<file path="config.mk">
export PLATFORM = sky130hd
export DESIGN_NAME = block_buffer_cache_lru_refcount_core
export DESIGN_NICKNAME = d
export VERILOG_FILES = /design/src/sv/bbc_pkg.sv /design/src/sv/block_buffer_cache_lru_refcount_core.sv /design/src/sv/bbc_ram.sv /design/src/sv/bbc_scan.sv
export SDC_FILE = /design/constraint.sdc
export NUM_CORES = 2
export LEC_CHECK = 0
export BUFFER_PORTS_ARGS = -buffer_cell sky130_fd_sc_hd__buf_2
export CAP_MARGIN = 20
export CORE_MARGIN = 4
export CORE_UTILIZATION = 40
export CTS_CLUSTER_SIZE = 25
export DETAILED_ROUTE_END_ITERATION = 10
export SETUP_SLACK_MARGIN = 0.15
export SYNTH_ARGS = -nofsm -noshare
export SYNTH_HDL_FRONTEND = slang
export SYNTH_SLANG_ARGS = --single-unit
</file>
<file path="constraint.sdc">
create_clock -name clk_i -period 15.3 [get_ports clk_i]
set_input_delay 1.53 -clock clk_i [delete_from_list [all_inputs] [get_ports clk_i]]
set_output_delay 1.53 -clock clk_i [all_outputs]
set_load 0.02 [all_outputs]
</file>
<file path="src/sv/bbc_pkg.sv">
// bbc_pkg: shared types, codes and constants of the block buffer cache core
// used by bbc_scan and block_buffer_cache_lru_refcount_core
`timescale 1ns / 1ps

package bbc_pkg;

  localparam int NUM_BUFFERS_DEF = 32;
  localparam int RES_IDX_W       = 5;
  localparam int DEV_W           = 8;
  localparam int BLK_W           = 32;
  localparam int REFS_W          = 8;
  localparam int STAMP_W         = 32;

  localparam logic [REFS_W-1:0]  REFS_MAX    = '1;
  localparam logic [STAMP_W-1:0] STAMP_NEVER = '1;

  typedef enum logic [1:0] {
    CMD_GET     = 2'd0,
    CMD_RELEASE = 2'd1,
    CMD_PIN     = 2'd2,
    CMD_UNPIN   = 2'd3
  } cmd_e;

  typedef enum logic [1:0] {
    ST_OK     = 2'd0,
    ST_MISS   = 2'd1,
    ST_FULL   = 2'd2,
    ST_CNTERR = 2'd3
  } status_e;

  // one cache entry as held in the tag memory
  typedef struct packed {
    logic               valid;
    logic [DEV_W-1:0]   device;
    logic [BLK_W-1:0]   block;
    logic [REFS_W-1:0]  refs;
    logic [STAMP_W-1:0] stamp;
  } entry_t;

  localparam int ENTRY_W = $bits(entry_t);

  // scan unit control from the sequencer
  typedef struct packed {
    logic clear;
    logic sample;
  } scan_ctl_t;

endpackage

</file>
<file path="src/sv/block_buffer_cache_lru_refcount_core.sv">
// block_buffer_cache_lru_refcount_core: tag and reference-count manager top level
// depends on bbc_pkg, bbc_ram, bbc_scan
//
//   channel   signals                                                   dir  handshake
//   command   command_i device_number_i block_number_i buffer_index_i    in   start_i & !busy_o
//             now_tick_i
//   result    result_index_o status_o needs_read_o                      out  done_o, one cycle
//
// get runs a scan of one tag memory read per entry, a state for the last read data,
// a decide and write-back state, then the result cycle. release, pin and unpin run
// read, modify and write, then result; an out-of-range index gives its result in the
// cycle after accept.
// reset leaves the tag memory contents untouched; a per-entry written bit makes
// unwritten entries read as zero, so no clearing pass is needed.
// one item at a time; busy_o is high through the result cycle, results cannot be held off.
`timescale 1ns / 1ps

module block_buffer_cache_lru_refcount_core #(
  parameter int NUM_BUFFERS = bbc_pkg::NUM_BUFFERS_DEF
) (
  input  logic                              clk_i,
  input  logic                              rst_ni,
  input  logic                              start_i,
  output logic                              busy_o,
  input  logic [1:0]                        command_i,
  input  logic [bbc_pkg::DEV_W-1:0]         device_number_i,
  input  logic [bbc_pkg::BLK_W-1:0]         block_number_i,
  input  logic [bbc_pkg::RES_IDX_W-1:0]     buffer_index_i,
  input  logic [bbc_pkg::STAMP_W-1:0]       now_tick_i,
  output logic                              done_o,
  output logic [bbc_pkg::RES_IDX_W-1:0]     result_index_o,
  output logic [1:0]                        status_o,
  output logic                              needs_read_o
);

  import bbc_pkg::*;

  localparam int IDX_W = $clog2(NUM_BUFFERS);
  localparam logic [IDX_W-1:0] LAST_IDX = IDX_W'(NUM_BUFFERS - 1);

  typedef enum logic [2:0] {
    S_IDLE,
    S_RD,
    S_MOD,
    S_SCAN,
    S_END,
    S_DEC,
    S_RESP
  } state_e;

  state_e               state_q, state_d;
  logic [IDX_W-1:0]     addr_q, addr_d;
  logic                 done_q, done_d;
  logic [RES_IDX_W-1:0] res_idx_q, res_idx_d;
  status_e              status_q, status_d;
  logic                 rd_q, rd_d;

  cmd_e                 cmd_q;
  logic [DEV_W-1:0]     dev_q;
  logic [BLK_W-1:0]     blk_q;
  logic [STAMP_W-1:0]   now_q;

  logic                 rv_q;
  logic [IDX_W-1:0]     rd_idx_q;
  logic [NUM_BUFFERS-1:0] init_q;

  logic                 accept;
  logic                 oob;
  logic                 re;
  logic [IDX_W-1:0]     raddr;
  logic                 we;
  logic [IDX_W-1:0]     waddr;
  entry_t               wdata;
  logic [ENTRY_W-1:0]   rdata;
  entry_t               rd_entry;
  scan_ctl_t            scan_ctl;

  logic                 hit;
  logic [IDX_W-1:0]     hit_idx;
  entry_t               hit_entry;
  logic                 vic;
  logic [IDX_W-1:0]     vic_idx;
  logic [STAMP_W-1:0]   vic_stamp;

  bbc_ram #(
    .WIDTH (ENTRY_W),
    .DEPTH (NUM_BUFFERS)
  ) u_tags (
    .clk_i   (clk_i),
    .we_i    (we),
    .waddr_i (waddr),
    .wdata_i (wdata),
    .re_i    (re),
    .raddr_i (raddr),
    .rdata_o (rdata)
  );

  // entries never written since reset read as all zero
  assign rd_entry = init_q[rd_idx_q] ? entry_t'(rdata) : entry_t'('0);

  bbc_scan #(
    .NUM_BUFFERS (NUM_BUFFERS)
  ) u_scan (
    .clk_i        (clk_i),
    .rst_ni       (rst_ni),
    .ctl_i        (scan_ctl),
    .req_device_i (dev_q),
    .req_block_i  (blk_q),
    .entry_i      (rd_entry),
    .entry_idx_i  (rd_idx_q),
    .hit_o        (hit),
    .hit_idx_o    (hit_idx),
    .hit_entry_o  (hit_entry),
    .vic_o        (vic),
    .vic_idx_o    (vic_idx),
    .vic_stamp_o  (vic_stamp)
  );

  assign busy_o = (state_q != S_IDLE);
  assign accept = start_i && !busy_o;
  assign oob    = 32'(buffer_index_i) >= 32'(NUM_BUFFERS);

  always_comb begin
    state_d   = state_q;
    addr_d    = addr_q;
    done_d    = 1'b0;
    res_idx_d = res_idx_q;
    status_d  = status_q;
    rd_d      = rd_q;
    re        = 1'b0;
    raddr     = addr_q;
    we        = 1'b0;
    waddr     = addr_q;
    wdata     = rd_entry;
    scan_ctl  = '0;

    unique case (state_q)
      S_IDLE: begin
        if (accept) begin
          if (cmd_e'(command_i) == CMD_GET) begin
            addr_d         = '0;
            scan_ctl.clear = 1'b1;
            state_d        = S_SCAN;
          end else if (oob) begin
            res_idx_d = buffer_index_i;
            status_d  = ST_CNTERR;
            rd_d      = 1'b0;
            done_d    = 1'b1;
            state_d   = S_RESP;
          end else begin
            addr_d  = IDX_W'(buffer_index_i);
            state_d = S_RD;
          end
        end
      end
      S_RD: begin
        re      = 1'b1;
        state_d = S_MOD;
      end
      S_MOD: begin
        res_idx_d = RES_IDX_W'(addr_q);
        rd_d      = 1'b0;
        status_d  = ST_OK;
        case (cmd_q) inside
          CMD_PIN: begin
            if (rd_entry.refs == REFS_MAX) begin
              status_d = ST_CNTERR;
            end else begin
              we         = 1'b1;
              wdata.refs = rd_entry.refs + REFS_W'(1);
            end
          end
          CMD_RELEASE, CMD_UNPIN: begin
            if (rd_entry.refs == '0) begin
              status_d = ST_CNTERR;
            end else begin
              we         = 1'b1;
              wdata.refs = rd_entry.refs - REFS_W'(1);
              // final release stamps the tick, unpin to zero does not
              if (cmd_q == CMD_RELEASE && rd_entry.refs == REFS_W'(1)) begin
                wdata.stamp = now_q;
              end
            end
          end
          default: begin
            status_d = ST_CNTERR;
          end
        endcase
        done_d  = 1'b1;
        state_d = S_RESP;
      end
      S_SCAN: begin
        re              = 1'b1;
        scan_ctl.sample = rv_q;
        addr_d          = addr_q + IDX_W'(1);
        if (addr_q == LAST_IDX) begin
          state_d = S_END;
        end
      end
      S_END: begin
        scan_ctl.sample = rv_q;
        state_d         = S_DEC;
      end
      S_DEC: begin
        if (hit) begin
          res_idx_d = RES_IDX_W'(hit_idx);
          if (hit_entry.refs == REFS_MAX) begin
            status_d = ST_CNTERR;
            rd_d     = 1'b0;
          end else begin
            we          = 1'b1;
            waddr       = hit_idx;
            wdata       = hit_entry;
            wdata.refs  = hit_entry.refs + REFS_W'(1);
            wdata.valid = 1'b1;
            status_d    = ST_OK;
            rd_d        = !hit_entry.valid;
          end
        end else if (vic) begin
          we           = 1'b1;
          waddr        = vic_idx;
          wdata.valid  = 1'b1;
          wdata.device = dev_q;
          wdata.block  = blk_q;
          wdata.refs   = REFS_W'(1);
          wdata.stamp  = vic_stamp;
          res_idx_d    = RES_IDX_W'(vic_idx);
          status_d     = ST_MISS;
          rd_d         = 1'b1;
        end else begin
          res_idx_d = '0;
          status_d  = ST_FULL;
          rd_d      = 1'b0;
        end
        done_d  = 1'b1;
        state_d = S_RESP;
      end
      S_RESP: begin
        state_d = S_IDLE;
      end
      default: begin
        state_d = S_IDLE;
      end
    endcase
  end

  always_ff @(posedge clk_i or negedge rst_ni) begin
    if (!rst_ni) begin
      state_q   <= S_IDLE;
      addr_q    <= '0;
      done_q    <= 1'b0;
      res_idx_q <= '0;
      status_q  <= ST_OK;
      rd_q      <= 1'b0;
    end else begin
      state_q   <= state_d;
      addr_q    <= addr_d;
      done_q    <= done_d;
      res_idx_q <= res_idx_d;
      status_q  <= status_d;
      rd_q      <= rd_d;
    end
  end

  // read pipeline tracking and per-entry written bits
  always_ff @(posedge clk_i or negedge rst_ni) begin
    if (!rst_ni) begin
      rv_q     <= 1'b0;
      rd_idx_q <= '0;
      init_q   <= '0;
    end else begin
      rv_q <= re;
      if (re) begin
        rd_idx_q <= raddr;
      end
      if (we) begin
        init_q[waddr] <= 1'b1;
      end
    end
  end

  always_ff @(posedge clk_i) begin
    if (accept) begin
      cmd_q <= cmd_e'(command_i);
      dev_q <= device_number_i;
      blk_q <= block_number_i;
      now_q <= now_tick_i;
    end
  end

  assign done_o         = done_q;
  assign result_index_o = res_idx_q;
  assign status_o       = status_q;
  assign needs_read_o   = rd_q;

endmodule

</file>
<file path="src/sv/bbc_ram.sv">
// bbc_ram: generic simple dual-port ram, one write and one registered read port
// no dependencies
`timescale 1ns / 1ps

module bbc_ram #(
  parameter int WIDTH = 8,
  parameter int DEPTH = 32
) (
  input  logic                     clk_i,
  input  logic                     we_i,
  input  logic [$clog2(DEPTH)-1:0] waddr_i,
  input  logic [WIDTH-1:0]         wdata_i,
  input  logic                     re_i,
  input  logic [$clog2(DEPTH)-1:0] raddr_i,
  output logic [WIDTH-1:0]         rdata_o
);

  logic [WIDTH-1:0] mem [DEPTH];
  logic [WIDTH-1:0] rdata_q;

  always_ff @(posedge clk_i) begin
    if (we_i) begin
      mem[waddr_i] <= wdata_i;
    end
    if (re_i) begin
      rdata_q <= mem[raddr_i];
    end
  end

  assign rdata_o = rdata_q;

endmodule

</file>
<file path="src/sv/bbc_scan.sv">
// bbc_scan: running match and oldest-free-entry tracker for the get scan
// depends on bbc_pkg
`timescale 1ns / 1ps

module bbc_scan #(
  parameter int NUM_BUFFERS = bbc_pkg::NUM_BUFFERS_DEF
) (
  input  logic                           clk_i,
  input  logic                           rst_ni,
  input  bbc_pkg::scan_ctl_t             ctl_i,
  input  logic [bbc_pkg::DEV_W-1:0]      req_device_i,
  input  logic [bbc_pkg::BLK_W-1:0]      req_block_i,
  input  bbc_pkg::entry_t                entry_i,
  input  logic [$clog2(NUM_BUFFERS)-1:0] entry_idx_i,
  output logic                           hit_o,
  output logic [$clog2(NUM_BUFFERS)-1:0] hit_idx_o,
  output bbc_pkg::entry_t                hit_entry_o,
  output logic                           vic_o,
  output logic [$clog2(NUM_BUFFERS)-1:0] vic_idx_o,
  output logic [bbc_pkg::STAMP_W-1:0]    vic_stamp_o
);

  import bbc_pkg::*;

  localparam int IDX_W = $clog2(NUM_BUFFERS);

  logic               hit_q;
  logic               vic_q;
  logic [IDX_W-1:0]   hit_idx_q;
  logic [IDX_W-1:0]   vic_idx_q;
  entry_t             hit_entry_q;
  logic [STAMP_W-1:0] best_q;
  logic               match;
  logic               older;

  assign match = (entry_i.device == req_device_i) && (entry_i.block == req_block_i);
  // strict compare keeps the lowest index on a tie and never takes a never-stamp
  assign older = (entry_i.refs == '0) && (entry_i.stamp < best_q);

  always_ff @(posedge clk_i or negedge rst_ni) begin
    if (!rst_ni) begin
      hit_q  <= 1'b0;
      vic_q  <= 1'b0;
      best_q <= STAMP_NEVER;
    end else if (ctl_i.clear) begin
      hit_q  <= 1'b0;
      vic_q  <= 1'b0;
      best_q <= STAMP_NEVER;
    end else if (ctl_i.sample) begin
      if (match) begin
        hit_q <= 1'b1;
      end
      if (older) begin
        vic_q  <= 1'b1;
        best_q <= entry_i.stamp;
      end
    end
  end

  // later matches overwrite, so the highest index wins
  always_ff @(posedge clk_i) begin
    if (ctl_i.sample && match) begin
      hit_idx_q   <= entry_idx_i;
      hit_entry_q <= entry_i;
    end
    if (ctl_i.sample && older) begin
      vic_idx_q <= entry_idx_i;
    end
  end

  assign hit_o       = hit_q;
  assign hit_idx_o   = hit_idx_q;
  assign hit_entry_o = hit_entry_q;
  assign vic_o       = vic_q;
  assign vic_idx_o   = vic_idx_q;
  assign vic_stamp_o = best_q;

endmodule
</file>
# ---- Word level (Yosys, flattened, before mapping)
# Memory sizes are Yosys's and may differ from the RTL's. A register that Yosys moved wholly into a read port is not among the register bits.
# Index checks and enable logic that the tools add are counted.
dict set report classes {
  bitwise 1
  magnitude_cmp 4
  shift 0
  div_mod_pow 0
  muxes 67
  n_reduce_logical 26
  multipliers 0
  eq_ne 16
  n_addsub 4
}
# op n
set ops {}
lappend ops {{2-to-1 mux 81 bit} 4}
lappend ops {{2-to-1 mux 32 bit} 6}
lappend ops {{one-hot mux 40 bit (2 select lines)} 1}
lappend ops {{2-to-1 mux 41 bit} 1}
lappend ops {{2-to-1 mux 40 bit} 1}
lappend ops {{2-to-1 mux 5 bit} 8}
lappend ops {{equality test 32 bit} 1}
lappend ops {{less-than comparator 32 bit} 1}
lappend ops {{OR 32 bit} 1}
lappend ops {{2-to-1 mux 1 bit} 25}
lappend ops {{2-to-1 mux 8 bit} 3}
lappend ops {{one-hot mux 5 bit (2 select lines)} 2}
lappend ops {{adder 8 x 1 -> 8 bit, second input constant} 2}
lappend ops {{equality test 8 bit, second input constant} 2}
lappend ops {{2-to-1 mux 2 bit} 8}
lappend ops {{one-hot mux 3 bit (5 select lines)} 1}
lappend ops {{less-than comparator 5 x 6 -> 1 bit, second input constant} 2}
lappend ops {{nonzero test 2 bit} 5}
lappend ops {{equality test 8 x 1 -> 1 bit, second input constant} 1}
lappend ops {{equality test 8 bit} 1}
lappend ops {{zero test 8 bit} 1}
lappend ops {{AND reduction 2 bit} 4}
lappend ops {{OR reduction 2 bit} 4}
lappend ops {{subtractor 8 x 1 -> 8 bit, second input constant} 1}
lappend ops {{other kinds (19)} 32}
dict set report totals {
  out_inout_bits 10
  input_bits 82
  mem_bits_ro 0
  n_memories 1
  mem_bits_rw 2592
  latchBits 0
  ff_bits 254
}
# memory depth width read_ports rd_ports_with_merged_regs write_ports line_no
set memory_table {}
lappend memory_table {u_tags.mem 32 81 1 1 1 bbc_ram.sv:18} ;# logic [WIDTH-1:0] mem [DEPTH];

# ---- Logic depth before layout (Yosys ltp)
dict set report logic_depth {
  ltp_word 10
  depth_mapped 23
  ltp_nobuf 16
}

# ---- By module
# Synthesis repeated with hierarchy kept, for this count alone.
dict set report hier_totals {
  hier_cells 5902
  hier_area_um2 114438.5
}
# module instances area_each_um2 cells_per_inst
set by_module_without_submodules {}
lappend by_module_without_submodules {bbc_ram 1 100949.3 4755}
lappend by_module_without_submodules {block_buffer_cache_lru_refcount_core 1 7936.4 769}
lappend by_module_without_submodules {bbc_scan 1 5552.8 378}

# ---- Least setup slack after synthesis
# OpenSTA, ideal clock, no wires.
dict set report synth_timing {
  path_kind {flip-flop to flip-flop}
  start {register rd_idx_q[0]}
  end {memory u_tags.mem[21][0] in the netlist's numbering (enable)}
  n_path_buf 4
  setup_slack_ps 3625
  arrival_ps 10955
  synth_period_minus_slack_ps 11675
  path_stages_with_launch 19
  cell_sequence {dfrtp_1 -> buf_6 -> buf_8 -> mux2i_1 -> nand3_1 -> nand3_1 -> nand4_2 -> clkbuf_8 -> buf_2 -> nand2_1 -> inv_1 -> ha_1 -> and3_1 -> and4_1 -> a31oi_4 -> a21oi_1 -> o21ai_0 -> nand2_1 -> nor4_1}
}
# element line_no
set synth_lines {}
lappend synth_lines {{start, declared} block_buffer_cache_lru_refcount_core.sv:64} ;# logic [IDX_W-1:0] rd_idx_q;
lappend synth_lines {{start signal, assigned} block_buffer_cache_lru_refcount_core.sv:274} ;# rd_idx_q <= raddr;
lappend synth_lines {{end, declared} bbc_ram.sv:18}

==> out/metrics.csv <==
metric,value,unit
syn_area_per_cell,22.20,µm²
grt_pass1_vias,56180,
drtPass1Iterations,9,
drt_iter0_drc,7384,
clk_latency,870,ps
numPlacedInstances,8855,
htreeDepth,5,
outcome,completed,
gp_congestion,0.8243,
hold_violations,0,
end_kind,flop,
layout.cells.non_filler,9430,
switching_power,9.394,mW
timing.hold.ws,473.4,ps
maxSlewHeadroom,22.68,%
pin_count,92,
antenna_found_initial,21,
swShare,33.42,%
rsz0062_at_grt,no,
slew_violations,0,
dieHeight,541.4,µm
setup_violations,0,
synth-async-reset-ratio,3.041,%
dr_total_vias,55670,
max_cap_viol_count,0,
intPower,18.71,mW
max_freq,140.4,MHz
drive_gt1_share,29.57,%
required,15750,ps
critPathKind,reg2reg,
final_common_cell,edfxtp_1,
clkPwrFrac,25.4,%
power.leakage,41.87,nW
core_area,0.2828,mm²
cp.arrival,7570,ps
powerDensity,216.9,mW/mm²
yosysUniqueCellTypes,74,
synth_edf_count,2838,
nets,5564,
chipWidth,541.4,µm
wl_per_cell,32.34,µm
post-route-period-util,46.55,%
post-route-util,45.84,%
seq_power_share,42.0,%
rrSetupSlack,8180,ps
grt_max_degree,106,
cts_made_buffers,311,
final.setup.tns,0,ps
startpoint_type,flop,
cts_resized,0,
fin_area,0.1296,mm²
synth_flop_cell,edfxtp_1,
place_area,0.1196,mm²
syn_area,0.1138,mm²
track_usage,20.54,%
ys_seq_area_share,76.87,%
cts_tree,yes,
routed_wirelength,305.0,mm
hold_buffers,0,
grt_pass1_wl,432.2,mm
post_cts_buffers,0,
yosys_warnings,0,
final_cell_mix,"edfxtp_1 (2838), mux4_2 (810), clkbuf_16 (317)",
ys_ff_latch,2927,
start_util,40.25,%
num_rows,195,
port_buffers,91,
cts.path.max_buffers,4,
combPwrFrac,32.6,%
clock-sinks,2927,
fin_crit,7122,ps
cp_max_fo,40,
clock-root-buffer,clkbuf_16,
syn_nets,5246,
detail_route.vias_per_cell,5.904,
postSynthCellCount,5126,
postRouteAntennaNets,0,
worstHoldPathType,reg2reg,
dp_hpwl,173.8,mm
tightest_slew,1160,ps
drc_errors,0,
syn_to_final_growth,13.89,%
vdd_drop_max,0.0001496,V
die_area,0.2931,mm²
clkTransAtPathRegs,60,ps
finClkSkew,72.68,ps
overflow,0,
## worst paths after layout
| check | startpoint | to | cells after the start |
|---|---|---|---|
| max | rd_idx_q[0] | u_tags.mem[9][60] | 17 |
| min | init_q[15] | init_q[15] | 1 |
| max reg2reg | rd_idx_q[0] | u_tags.mem[9][60] | 17 |
| min reg2reg | init_q[15] | init_q[15] | 1 |
| max in group asynchronous | rst_ni | addr_q[2] | 2 |
| min in group asynchronous | rst_ni | u_scan.vic_stamp_o[10] | 1 |
## power groups by stage
stage	Sequential, mW	Clock [mW]	Combinational [mW]
finish	11.8	7.14	9.16
global route	11.9	7.61	9.75
detailed placement	12.0	0	9.06
global placement	12.0	0	8.87
CTS	11.8	7.27	9.07
floorplan	11.7	0	5.64
## cell usage after synthesis (14+ instances only)
cell | instances | area share [%]
o21bai_1 | 33 | 0.22
a21oi_1 | 71 | 0.31
dfrtp_1 | 57 | 1.3
nand3_1 | 24 | 0.11
edfxtp_1 | 2838 | 75
nor2_1 | 141 | 0.47
dfstp_2 | 32 | 0.74
a222oi_1 | 70 | 0.62
mux4_2 | 810 | 16
nand2_1 | 213 | 0.70
and2_1 | 35 | 0.19
xnor2_1 | 14 | 0.11
xor2_1 | 16 | 0.12
buf_1 | 63 | 0.21
buf_2 | 23 | 0.10
clkbuf_1 | 169 | 0.56
inv_1 | 135 | 0.45
a22oi_1 | 16 | 0.11
ha_1 | 38 | 0.42
mux2i_1 | 49 | 0.43
o21ai_0 | 54 | 0.24
mux2_2 | 55 | 0.54
## metrics by stage
stage	power [mW]	setup slack, ps
4_1_cts	28.18	8236
2_1_floorplan	17.37	3625
3_5_place_dp	21.06	8263
3_3_place_gp	20.85	8340
6_report	28.11	8178
5_1_grt	29.21	7950
## per-layer routing
layer | vias up | track usage [%] | part of all wire, %
met1 | 30420 | 29.68 | 41
met5 | - | 0 | 0.0043
met2 | 2570 | 33.01 | 48
met4 | 2 | 5.679 | 3.0
met3 | 477 | 2.769 | 7.7
li1 | 22200 | - | -
## cell type report
| type | count | area [µm²] |
|---|---|---|
| multi-input cells | 1797 | 25200 |
| well taps | 3743 | 4683 |
| repair buffers | 272 | 2120 |
| clock inverters | 159 | 1349 |
| diodes | 9 | 22.52 |
| clock buffers | 388 | 8229 |
| flip-flops and latches | 2927 | 87510 |
| fillers | 23170 | 153200 |
| inverters | 135 | 509.2 |
## sequential cells by signal (all words and copies together), names as in the netlist
name	count
result_index_o	5
u_scan.vic_o	1
now_q	32
u_scan.vic_stamp_o	32
u_tags.mem	2592
u_scan.hit_idx_o	5
addr_q	5
done_o	1
init_q	32
rv_q	1
cmd_q	2
u_scan.hit_o	1
u_scan.vic_idx_o	5
status_o	2
blk_q	32
u_scan.hit_entry_o	81
rd_idx_q	5
dev_q	8
u_tags.rdata_o	81
needs_read_o	1
state_q	3
## kinds of logic (layout without fill, tap and decap cells)
family,after synthesis,in the layout,share of synthesized area (%)
xor+xnor,30,30,0.2309
buf+inv,402,954,1.436
other cells,0,9,0
mux,914,914,17.00
compound gates,333,333,2.164
fa+ha+maj,38,38,0.4178
flops,2927,2927,76.87
simple gates,482,482,1.876
## critical path, stage by stage (launching register included)
cell and delay, ps:
dfrtp_1 980, mux2i_1 300, a311oi_1 140, nand3_1 190, nand4_4 310, nand2_1 330, inv_1 140, ha_1 220
and3_1 200, and4_1 250, a31oi_4 310, a21oi_1 140, o21ai_0 450, nand2b_2 100, buf_4 320, nor2_4 730
buf_4 630, buf_4 830
Note: power is estimated with default switching activity, not from simulation.
